--- src/hdl/irsr_pkg.sv ---
// Shared types, register codes and constants of the IR SIRC/RC5 frame decoder.
package irsr_pkg;

	localparam int MAX_DURATIONS_DEF = 64;
	localparam int QUEUE_DEPTH       = 2;
	localparam int COUNT_W           = 7;
	localparam int SIRC_BITS_W       = 12;
	localparam int RC5_BITS_W        = 14;
	localparam int SIRC_FRAME_LEN    = 25;
	localparam int CFG_INDEX_W       = 4;

	// item function codes
	localparam logic [1:0] FUNC_DURATION = 2'd0;
	localparam logic [1:0] FUNC_END      = 2'd1;
	localparam logic [1:0] FUNC_TIMEOUT  = 2'd2;

	// result status codes
	localparam logic [1:0] ST_OK       = 2'd0;
	localparam logic [1:0] ST_NO_PROTO = 2'd1;
	localparam logic [1:0] ST_TOO_MANY = 2'd2;
	localparam logic [1:0] ST_TIMEOUT  = 2'd3;

	localparam logic PROTO_SIRC = 1'b0;
	localparam logic PROTO_RC5  = 1'b1;

	// register indexes
	localparam logic [CFG_INDEX_W-1:0] REG_SIRC_START  = 4'd0;
	localparam logic [CFG_INDEX_W-1:0] REG_SIRC_SPACE  = 4'd1;
	localparam logic [CFG_INDEX_W-1:0] REG_SIRC_ONE    = 4'd2;
	localparam logic [CFG_INDEX_W-1:0] REG_SIRC_ZERO   = 4'd3;
	localparam logic [CFG_INDEX_W-1:0] REG_RC5_HALF    = 4'd4;
	localparam logic [CFG_INDEX_W-1:0] REG_RC5_FULL    = 4'd5;
	localparam logic [CFG_INDEX_W-1:0] REG_SIRC_REPEAT = 4'd6;
	localparam logic [CFG_INDEX_W-1:0] REG_RC5_REPEAT  = 4'd7;

	// register reset values
	localparam logic [15:0] RST_SIRC_START  = 16'd2400;
	localparam logic [15:0] RST_SIRC_SPACE  = 16'd600;
	localparam logic [15:0] RST_SIRC_ONE    = 16'd1200;
	localparam logic [15:0] RST_SIRC_ZERO   = 16'd600;
	localparam logic [15:0] RST_RC5_HALF    = 16'd889;
	localparam logic [15:0] RST_RC5_FULL    = 16'd1778;
	localparam logic [15:0] RST_SIRC_REPEAT = 16'd45;
	localparam logic [15:0] RST_RC5_REPEAT  = 16'd114;

	typedef struct packed {
		logic [15:0] sirc_start_time;
		logic [15:0] sirc_space_time;
		logic [15:0] sirc_one_time;
		logic [15:0] sirc_zero_time;
		logic [15:0] rc5_half_time;
		logic [15:0] rc5_full_time;
		logic [15:0] sirc_repeat_ms;
		logic [15:0] rc5_repeat_ms;
	} cfg_t;

	typedef struct packed {
		logic [1:0]  func;
		logic [15:0] duration;
	} item_t;

	typedef struct packed {
		logic [1:0]  status;
		logic        protocol;
		logic [4:0]  address;
		logic [6:0]  command;
		logic [15:0] repeat_time;
	} result_t;

	// window checks of one duration against every nominal time
	typedef struct packed {
		logic start_ok;
		logic space_ok;
		logic one_ok;
		logic zero_ok;
		logic half_ok;
		logic full_ok;
	} class_t;

	typedef struct packed {
		logic [1:0] func;
		class_t     cls;
	} entry_t;

endpackage

--- src/hdl/irsr_front.sv ---
// Front end: classifies one duration against all tolerance windows.
module irsr_front (
	input  irsr_pkg::cfg_t   cfg,
	input  irsr_pkg::item_t  item,
	output irsr_pkg::entry_t entry
);

	// nom / 5, exact for any 16-bit value
	function automatic logic [13:0] fifth(input logic [15:0] nom);
		logic [31:0] p;
		p = 32'(nom) * 32'd52429;
		return p[31:18];
	endfunction

	function automatic logic in_incl(input logic [15:0] d, input logic [15:0] nom);
		logic [13:0] f;
		logic [16:0] hi;
		logic [15:0] lo;
		f  = fifth(nom);
		hi = {1'b0, nom} + {3'b000, f};
		lo = nom - {2'b00, f};
		return ({1'b0, d} <= hi) && (d >= lo);
	endfunction

	function automatic logic in_strict(input logic [15:0] d, input logic [15:0] nom);
		logic [13:0] f;
		logic [16:0] hi;
		logic [15:0] lo;
		f  = fifth(nom);
		hi = {1'b0, nom} + {3'b000, f};
		lo = nom - {2'b00, f};
		return ({1'b0, d} < hi) && (d > lo);
	endfunction

	always_comb begin
		entry.func         = item.func;
		entry.cls.start_ok = in_incl(item.duration, cfg.sirc_start_time);
		entry.cls.space_ok = in_incl(item.duration, cfg.sirc_space_time);
		entry.cls.one_ok   = in_strict(item.duration, cfg.sirc_one_time);
		entry.cls.zero_ok  = in_strict(item.duration, cfg.sirc_zero_time);
		entry.cls.half_ok  = in_strict(item.duration, cfg.rc5_half_time);
		entry.cls.full_ok  = in_strict(item.duration, cfg.rc5_full_time);
	end

endmodule

--- src/hdl/irsr_queue.sv ---
// Short queue of classified transactions between front and back end.
module irsr_queue (
	input  logic             clk,
	input  logic             arst_n,
	input  logic             push,
	input  irsr_pkg::entry_t push_entry,
	output logic             full,
	input  logic             pop,
	output logic             not_empty,
	output irsr_pkg::entry_t head
);

	localparam int DEPTH = irsr_pkg::QUEUE_DEPTH;
	localparam int PW    = (DEPTH > 1) ? $clog2(DEPTH) : 1;
	localparam int CW    = $clog2(DEPTH + 1);
	localparam logic [PW-1:0] LAST = PW'(DEPTH - 1);

	irsr_pkg::entry_t slot_q [DEPTH];
	logic [PW-1:0]    wr_ptr_q;
	logic [PW-1:0]    rd_ptr_q;
	logic [CW-1:0]    count_q;

	logic do_push;
	logic do_pop;

	assign full      = (count_q == CW'(DEPTH));
	assign not_empty = (count_q != '0);
	assign head      = slot_q[rd_ptr_q];
	assign do_push   = push && !full;
	assign do_pop    = pop && not_empty;

	always_ff @(posedge clk) begin
		if (do_push) begin
			slot_q[wr_ptr_q] <= push_entry;
		end
	end

	always_ff @(posedge clk or negedge arst_n) begin
		if (!arst_n) begin
			wr_ptr_q <= '0;
			rd_ptr_q <= '0;
			count_q  <= '0;
		end else begin
			if (do_push) begin
				wr_ptr_q <= (wr_ptr_q == LAST) ? '0 : wr_ptr_q + 1'b1;
			end
			if (do_pop) begin
				rd_ptr_q <= (rd_ptr_q == LAST) ? '0 : rd_ptr_q + 1'b1;
			end
			if (do_push && !do_pop) begin
				count_q <= count_q + 1'b1;
			end else if (do_pop && !do_push) begin
				count_q <= count_q - 1'b1;
			end
		end
	end

endmodule

--- src/hdl/irsr_back.sv ---
// Back end: frame state of both protocols and the result register.
module irsr_back #(
	parameter int MAX_DURATIONS = irsr_pkg::MAX_DURATIONS_DEF
) (
	input  logic               clk,
	input  logic               arst_n,
	input  irsr_pkg::cfg_t     cfg,
	input  logic               q_valid,
	input  irsr_pkg::entry_t   q_entry,
	output logic               q_pop,
	output logic               result_valid,
	input  logic               result_ready,
	output irsr_pkg::result_t  result
);

	localparam int CW = irsr_pkg::COUNT_W;
	localparam logic [CW-1:0] LIMIT    = CW'(MAX_DURATIONS - 1);
	localparam logic [CW-1:0] SIRC_LEN = CW'(irsr_pkg::SIRC_FRAME_LEN);
	localparam int SB = irsr_pkg::SIRC_BITS_W;
	localparam int RB = irsr_pkg::RC5_BITS_W;

	logic [CW-1:0] item_count_q;
	logic          sirc_good_q;
	logic [SB-1:0] sirc_bits_q;
	logic          rc5_good_q;
	logic [6:0]    rc5_half_count_q;
	logic [RB-1:0] rc5_bits_q;

	logic              out_valid_q;
	irsr_pkg::result_t out_q;

	logic [CW-1:0] count_n;
	logic          sirc_good_n;
	logic [SB-1:0] sirc_bits_n;
	logic          rc5_good_n;
	logic [6:0]    rc5_half_n;
	logic [RB-1:0] rc5_bits_n;
	logic          emit;
	logic          clear;
	irsr_pkg::result_t res;

	logic [5:0] sirc_idx;
	logic [5:0] rc5_pos;
	logic [7:0] half_sum;
	logic [6:0] rc5_hi;

	assign q_pop        = q_valid && (!out_valid_q || result_ready);
	assign result_valid = out_valid_q;
	assign result       = out_q;

	always_comb begin
		count_n     = item_count_q;
		sirc_good_n = sirc_good_q;
		sirc_bits_n = sirc_bits_q;
		rc5_good_n  = rc5_good_q;
		rc5_half_n  = rc5_half_count_q;
		rc5_bits_n  = rc5_bits_q;
		emit        = 1'b0;
		clear       = 1'b0;
		res         = '0;
		sirc_idx    = item_count_q[CW-1:1] - 6'd1;
		rc5_pos     = rc5_half_count_q[6:1];
		half_sum    = '0;
		rc5_hi      = rc5_bits_q[12:6];

		case (q_entry.func)
			irsr_pkg::FUNC_DURATION: begin
				// SIRC: start mark, spaces, then bit marks at even positions
				if (sirc_good_q) begin
					if (item_count_q == '0) begin
						sirc_good_n = q_entry.cls.start_ok;
					end else if (item_count_q[0]) begin
						sirc_good_n = q_entry.cls.space_ok;
					end else if (q_entry.cls.one_ok) begin
						for (int j = 0; j < SB; j++) begin
							if (sirc_idx == 6'(j)) begin
								sirc_bits_n[j] = 1'b1;
							end
						end
					end else if (!q_entry.cls.zero_ok) begin
						sirc_good_n = 1'b0;
					end
				end
				// RC5: count half bits, sample at mark boundaries
				if (rc5_good_q) begin
					if (rc5_half_count_q[0] && !item_count_q[0]) begin
						for (int j = 0; j < RB; j++) begin
							if (rc5_pos == 6'(RB - 1 - j)) begin
								rc5_bits_n[j] = 1'b1;
							end
						end
					end
					if (q_entry.cls.half_ok) begin
						half_sum = {1'b0, rc5_half_count_q} + 8'd1;
					end else if (q_entry.cls.full_ok) begin
						half_sum = {1'b0, rc5_half_count_q} + 8'd2;
					end else begin
						half_sum   = {1'b0, rc5_half_count_q};
						rc5_good_n = 1'b0;
					end
					rc5_half_n = half_sum[7] ? 7'h7f : half_sum[6:0];
				end
				count_n = item_count_q + 1'b1;
				if (count_n >= LIMIT) begin
					emit       = 1'b1;
					clear      = 1'b1;
					res.status = irsr_pkg::ST_TOO_MANY;
				end
			end
			irsr_pkg::FUNC_TIMEOUT: begin
				emit       = 1'b1;
				clear      = 1'b1;
				res.status = irsr_pkg::ST_TIMEOUT;
			end
			irsr_pkg::FUNC_END: begin
				emit  = 1'b1;
				clear = 1'b1;
				if (sirc_good_q && item_count_q == SIRC_LEN) begin
					res.status      = irsr_pkg::ST_OK;
					res.protocol    = irsr_pkg::PROTO_SIRC;
					res.address     = sirc_bits_q[11:7];
					res.command     = sirc_bits_q[6:0];
					res.repeat_time = cfg.sirc_repeat_ms;
				end else if (rc5_good_q) begin
					res.status      = irsr_pkg::ST_OK;
					res.protocol    = irsr_pkg::PROTO_RC5;
					res.address     = rc5_hi[4:0];
					res.command     = {~rc5_hi[6], rc5_bits_q[5:0]};
					res.repeat_time = cfg.rc5_repeat_ms;
				end else begin
					res.status = irsr_pkg::ST_NO_PROTO;
				end
			end
			default: begin
				// unused code: drop silently
			end
		endcase
	end

	always_ff @(posedge clk) begin
		if (q_pop && emit) begin
			out_q <= res;
		end
	end

	always_ff @(posedge clk or negedge arst_n) begin
		if (!arst_n) begin
			out_valid_q      <= 1'b0;
			item_count_q     <= '0;
			sirc_good_q      <= 1'b1;
			sirc_bits_q      <= '0;
			rc5_good_q       <= 1'b1;
			rc5_half_count_q <= 7'd1;
			rc5_bits_q       <= '0;
		end else begin
			if (q_pop) begin
				out_valid_q <= emit;
			end else if (result_ready) begin
				out_valid_q <= 1'b0;
			end
			if (q_pop) begin
				if (clear) begin
					item_count_q     <= '0;
					sirc_good_q      <= 1'b1;
					sirc_bits_q      <= '0;
					rc5_good_q       <= 1'b1;
					rc5_half_count_q <= 7'd1;
					rc5_bits_q       <= '0;
				end else begin
					item_count_q     <= count_n;
					sirc_good_q      <= sirc_good_n;
					sirc_bits_q      <= sirc_bits_n;
					rc5_good_q       <= rc5_good_n;
					rc5_half_count_q <= rc5_half_n;
					rc5_bits_q       <= rc5_bits_n;
				end
			end
		end
	end

endmodule

--- src/hdl/ir_sirc_rc5_frame_decoder_unit.sv ---
// Top level of the IR SIRC/RC5 frame decoder: registers, front end, queue, back end.
//
// Feed measured IR durations on the item channel (item_valid/item_ready, payload
// item): mark, space, mark, ... each with func set to duration, then one frame-end
// or mark-timeout transaction. SIRC (12 bit) and RC5 are checked in parallel.
// Each frame end, mark timeout or overlong frame yields one transaction on the
// result channel (result_valid/result_ready, payload result) carrying status,
// protocol, address, command and repeat time. Plain durations yield nothing.
//
// Write the eight timing registers through cfg_valid/cfg_ready with cfg_index
// and cfg_data; cfg_ready is always high, indexes beyond seven are dropped.
// Write them only while the decoder is idle.
//
// Items are queued and results are registered. Throughput is one item per cycle
// unless the receiver stalls: the front end classifies a duration in the cycle it
// is accepted and the back end retires one queued transaction per cycle.
// When the receiver stalls, the result register holds and the two-entry queue
// fills; item_ready falls once the queue is full.
// Reset restores the register defaults, empties the queue and starts a new frame.
module ir_sirc_rc5_frame_decoder_unit #(
	parameter int MAX_DURATIONS = irsr_pkg::MAX_DURATIONS_DEF
) (
	input  logic                               clk,
	input  logic                               arst_n,
	input  logic                               item_valid,
	output logic                               item_ready,
	input  irsr_pkg::item_t                    item,
	output logic                               result_valid,
	input  logic                               result_ready,
	output irsr_pkg::result_t                  result,
	input  logic                               cfg_valid,
	output logic                               cfg_ready,
	input  logic [irsr_pkg::CFG_INDEX_W-1:0]   cfg_index,
	input  logic [15:0]                        cfg_data
);

	irsr_pkg::cfg_t   cfg_q;
	irsr_pkg::entry_t front_entry;
	irsr_pkg::entry_t head;
	logic             q_full;
	logic             q_not_empty;
	logic             q_pop;

	assign cfg_ready  = 1'b1;
	assign item_ready = !q_full;

	// Register file: hold values, advance only on a write transaction
	always_ff @(posedge clk or negedge arst_n) begin
		if (!arst_n) begin
			cfg_q.sirc_start_time <= irsr_pkg::RST_SIRC_START;
			cfg_q.sirc_space_time <= irsr_pkg::RST_SIRC_SPACE;
			cfg_q.sirc_one_time   <= irsr_pkg::RST_SIRC_ONE;
			cfg_q.sirc_zero_time  <= irsr_pkg::RST_SIRC_ZERO;
			cfg_q.rc5_half_time   <= irsr_pkg::RST_RC5_HALF;
			cfg_q.rc5_full_time   <= irsr_pkg::RST_RC5_FULL;
			cfg_q.sirc_repeat_ms  <= irsr_pkg::RST_SIRC_REPEAT;
			cfg_q.rc5_repeat_ms   <= irsr_pkg::RST_RC5_REPEAT;
		end else if (cfg_valid) begin
			case (cfg_index)
				irsr_pkg::REG_SIRC_START: begin
					cfg_q.sirc_start_time <= cfg_data;
				end
				irsr_pkg::REG_SIRC_SPACE: begin
					cfg_q.sirc_space_time <= cfg_data;
				end
				irsr_pkg::REG_SIRC_ONE: begin
					cfg_q.sirc_one_time <= cfg_data;
				end
				irsr_pkg::REG_SIRC_ZERO: begin
					cfg_q.sirc_zero_time <= cfg_data;
				end
				irsr_pkg::REG_RC5_HALF: begin
					cfg_q.rc5_half_time <= cfg_data;
				end
				irsr_pkg::REG_RC5_FULL: begin
					cfg_q.rc5_full_time <= cfg_data;
				end
				irsr_pkg::REG_SIRC_REPEAT: begin
					cfg_q.sirc_repeat_ms <= cfg_data;
				end
				irsr_pkg::REG_RC5_REPEAT: begin
					cfg_q.rc5_repeat_ms <= cfg_data;
				end
				default: begin
					// unknown index: drop the write
				end
			endcase
		end
	end

	// Front end: window compares on the incoming duration
	irsr_front u_front (
		.cfg   (cfg_q),
		.item  (item),
		.entry (front_entry)
	);

	// Queue decouples classification from frame tracking
	irsr_queue u_queue (
		.clk        (clk),
		.arst_n     (arst_n),
		.push       (item_valid),
		.push_entry (front_entry),
		.full       (q_full),
		.pop        (q_pop),
		.not_empty  (q_not_empty),
		.head       (head)
	);

	// Back end: protocol state and result register
	irsr_back #(
		.MAX_DURATIONS (MAX_DURATIONS)
	) u_back (
		.clk          (clk),
		.arst_n       (arst_n),
		.cfg          (cfg_q),
		.q_valid      (q_not_empty),
		.q_entry      (head),
		.q_pop        (q_pop),
		.result_valid (result_valid),
		.result_ready (result_ready),
		.result       (result)
	);

endmodule

--- config.mk ---
export PLATFORM = sky130hd
export DESIGN_NAME = ir_sirc_rc5_frame_decoder_unit
export DESIGN_NICKNAME = d
export VERILOG_FILES = /design/src/hdl/irsr_pkg.sv /design/src/hdl/irsr_front.sv /design/src/hdl/irsr_queue.sv /design/src/hdl/irsr_back.sv /design/src/hdl/ir_sirc_rc5_frame_decoder_unit.sv
export SDC_FILE = /design/constraint.sdc
export NUM_CORES = 2
export LEC_CHECK = 0
export BUFFER_PORTS_ARGS = -buffer_cell sky130_fd_sc_hd__buf_2
export CAP_MARGIN = 40
export CORE_ASPECT_RATIO = 1.75
export CORE_MARGIN = 5
export CORE_UTILIZATION = 38
export CTS_BUF_LIST = sky130_fd_sc_hd__clkbuf_16
export CTS_CLUSTER_SIZE = 14
export DETAILED_ROUTE_END_ITERATION = 12
export HOLD_SLACK_MARGIN = 0.15
export PLACE_DENSITY_LB_ADDON = 0.1
export SETUP_SLACK_MARGIN = 0.1
export SYNTH_ARGS = -nofsm -noshare
export SYNTH_HDL_FRONTEND = slang
export SYNTH_SLANG_ARGS = --single-unit
--- constraint.sdc ---
create_clock -name clk -period 10.43 [get_ports clk]
set_clock_uncertainty 0.2 [all_clocks]
set_input_delay 1.043 -clock clk [delete_from_list [all_inputs] [get_ports clk]]
set_output_delay 1.043 -clock clk [all_outputs]
set_load 0.005 [all_outputs]
==> results by group <==
Outcome
  – Status: completed

Timing
  – Max-slew violations: 0
  – Worst max-slew margin expressed relative to the limit: 0.397
  – Final worst-path setup slack: ~760 ps
  – Tmin final: 9670 ps
  – RSZ-0062 raised after global routing: false
  – Min Hold Slack: 284 ps
  – FMAX: 103 MHz
  – Number of failing hold endpoints at the final stage: 0
  – Setup total negative slack: 0 ps
  – Worst Max-Slew Pin Slew: 892 ps
  – Final period util: 0.927
  – Total of endpoints with negative setup slack in the final report: 0

Die
  – Standard-cell rows: 168
  – Initial Utilization: 0.383
  – Die boundary height: ~470 um
  – Area of the die: between 100000 and 150000 sq um
  – I/O pin count: 77
  – Die Width: 273 um
  – Core Region: about 120000 sq um

GRT
  – Number of antenna violations at the first check in global routing: 17
  – First-pass GRT wire length: approximately 210000 um
  – Remaining global-route overflow: 0
  – Via count of the first global-routing pass: roughly 36000
  – Maximum number of pins on one net before global-route repair: slightly below 80
  – Global Route Usage Sum: 0.213

Synth
  – Mapped Cells: 4711
  – Number of warnings printed during yosys synthesis: 0
  – Mapped Nets: 6396
  – Sequential fraction of the synthesis area: 0.126
  – Cell taking the most area after synthesis: ha_1
  – Count of different cell masters after synthesis: 78
  – Leading post-synthesis cells by cell area: ha_1 31%, fa_1 22%, inv_1 8.7%
  – Post-synth EDFFs: between 40 and 50
  – Flip-flop and latch count after synthesis: 220
  – Post-synth top flop: dfrtp_1
  – Async set-reset flop share out of synthesis: 0.786
  – Mapped Area: 45900 sq um
  – Average size of a mapped cell: 9.75 sq um
  – Top cell type's share of synthesized area: 0.312

Run
  – Number of max-capacitance violations reported: 0

Finish
  – Layout net count: 6491
  – Ratio of cells with drive above 1 in the final layout: 0.0748
  – Layout area overhead: 7.72%
  – Count of filler cells inserted in the layout: approximately 12000

CTS
  – Number of hold buffers added after CTS: 1
  – Resize count post-CTS: 0
  – Buffer cell driving the clock tree root: clkbuf_16
  – CTS clk-pin slew, worst paths: about 70 ps
  – Level count of the clock H-tree: 1
  – Clock latency on the worst-skew pair: 620 ps
  – Maximum buffer depth of the clock tree: 3
  – Clock tree from TritonCTS: done
  – Post CTS Setup Buffer Count: 0
  – Sink Count: 220
  – Number of buffers added by the clock tree synthesis step: 29

Min path
  – Hold crit path type: reg -> reg
  – Endpoint with the worst hold slack: u_queue.count_q[1]$_DFFE_PN0P_
  – Min-delay src: u_queue.count_q[1]$_DFFE_PN0P_
  – Number of cells traversed by the worst hold path: 1

Placement
  – Final RePlAce weighted congestion: 0.891
  – Number of I/O port buffers: 75
  – Hpwl dp: 117000 um
  – Placement Setup Slack: ~710 ps

Routing
  – Initial DRT Pass Iterations: 7
  – DRT iter0 DRCs: 1249
  – Routed length per instance: about 21 um
  – Number of vias per cell after detailed routing: 5.09
  – DRC violations left: 0
  – Number of nets with antenna violations after routing: 0
  – WL final: 136000 um
  – Detailed-route via count: 32800

Critical path
  – Reg2reg end: u_queue.slot_q[1][0]$_DFFE_PP_
  – Beginning of the worst register-to-register path: cfg_q[34]$_DFFE_PN0P_
  – Cell with the largest stage delay on the worst path: fa_1
  – Most used cell, CP: fa_1
  – Worst Setup Start Kind: register
  – Delay of the slowest cell on the worst path: 570 ps
  – FF-to-FF setup slack: between 700 and 800 ps
  – Crit path arrival time: 9840 ps
  – Required time worst endpoint: ~11000 ps
  – Length in cells of the worst reg-to-reg path: 33
  – Critical path type: reg -> reg
  – Crit-path max FO: 8
  – Crit end category: register
cells in the final DEF, fill, tap and decap left out, drive strengths merged, types with 8 or more instances in the layout:
master / instances
a22o: 29
o21a: 45
xnor2: 204
a21o: 105
nand3: 52
o21ai: 143
ha: 1146
nand2: 98
o22ai: 9
inv: 1077
a41oi: 8
dfstp: 41
diode: 8
o21bai: 51
and3: 22
nor4: 11
nand4: 30
nor3: 35
or3: 9
o211ai: 16
dfrtp: 132
a21oi: 233
and2: 11
nand2b: 38
nor2: 149
o31ai: 23
edfxtp: 47
clkbuf: 32
fa: 496
a211oi: 12
clkinv: 12
and4: 10
o21ba: 9
a31oi: 43
mux2: 118
buf: 119
xor2: 86
a21boi: 13
nor2b: 30
stage by stage:
stage          cell area [sq um]  cells  utilization
4_1_cts                    49500   6443        0.412
5_1_grt                    49500   6443        0.412
3_5_place_dp               48500   6389        0.404
2_1_floorplan              45900   4711            -
3_3_place_gp               48400   6384        0.403
6_report                   49500   6451        0.412
metal layers:
layer	global-route usage	vias up	routed length [um]
met3	0.0134	214	3170
met5	0	-	40
met1	0.221	16300	48900
met4	0.0800	6	6450
met2	0.438	457	77900
li1	-	15900	-
cell type report:
cell class | instances | area [sq um] | share of cell area
well taps | 1615 | 2020 | 0.0408
flip-flops and latches | 220 | 5790 | 0.117
diodes | 8 | 20.0 | 0.000405
clock buffers | 31 | 776 | 0.0157
inverters | 1071 | 4020 | 0.0812
repair buffers | 121 | 778 | 0.0157
clock inverters | 22 | 160 | 0.00324
multi-input cells | 3363 | 35900 | 0.726
cells by family (layout without fill, tap and decap cells):
family          Yosys count  in the layout  synth area share
xor+xnor                290            290            0.0553
compound gates          789            789             0.112
other cells               1              9         0.0000816
mux                     125            125            0.0305
simple gates            516            516            0.0558
flops                   220            220             0.126
fa+ha+maj              1642           1642             0.528
buf+inv                1128           1245            0.0923
worst max-delay path: cells and delay by family, from the launching register on:
kind / cells / cell delay (ps)
fa+ha+maj: 9 / 3940
compound gates: 15 / 3710
buf+inv: 4 / 250
flops: 1 / 500
xor+xnor: 1 / 140
simple gates: 4 / 670
synth_stat cells (86+ instances only):
cell,count
ha_1,1146
inv_1,1069
fa_1,496
a21oi_1,227
xnor2_1,204
nor2_1,149
o21ai_0,137
dfrtp_1,132
mux2_2,118
a21o_1,105
nand2_1,98
xor2_1,86
flip-flops by register name (all words and copies together) (netlist names):
name / flops
cfg_q: 128
u_back.item_count_q: 7
u_back.rc5_bits_q: 12
u_back.rc5_good_q: 1
u_back.rc5_half_count_q: 7
u_back.result: 31
u_back.result_valid: 1
u_back.sirc_bits_q: 12
u_back.sirc_good_q: 1
u_queue.count_q: 2
u_queue.rd_ptr_q: 1
u_queue.slot_q: 16
u_queue.wr_ptr_q: 1
worst max-delay path by stage:
stage / start / end / slack, ps / depth (start not counted)
after floorplan: cfg_q[113]$_DFFE_PN0P_ / u_queue.slot_q[0][5]$_DFFE_PP_ / 2150 / 36
after global placement: cfg_q[34]$_DFFE_PN0P_ / u_queue.slot_q[1][0]$_DFFE_PP_ / 720 / 34
after detailed placement: cfg_q[34]$_DFFE_PN0P_ / u_queue.slot_q[1][0]$_DFFE_PP_ / 710 / 34
after CTS: cfg_q[34]$_DFFE_PN0P_ / u_queue.slot_q[1][0]$_DFFE_PP_ / 670 / 34
after global routing: cfg_q[34]$_DFFE_PN0P_ / u_queue.slot_q[1][0]$_DFFE_PP_ / 100 / 34
final: cfg_q[34]$_DFFE_PN0P_ / u_queue.slot_q[1][0]$_DFFE_PP_ / 760 / 33
Power is left out: the tool's default activity adds up to more than one toggle a clock period on the data nets, which glitch-free logic cannot reach.
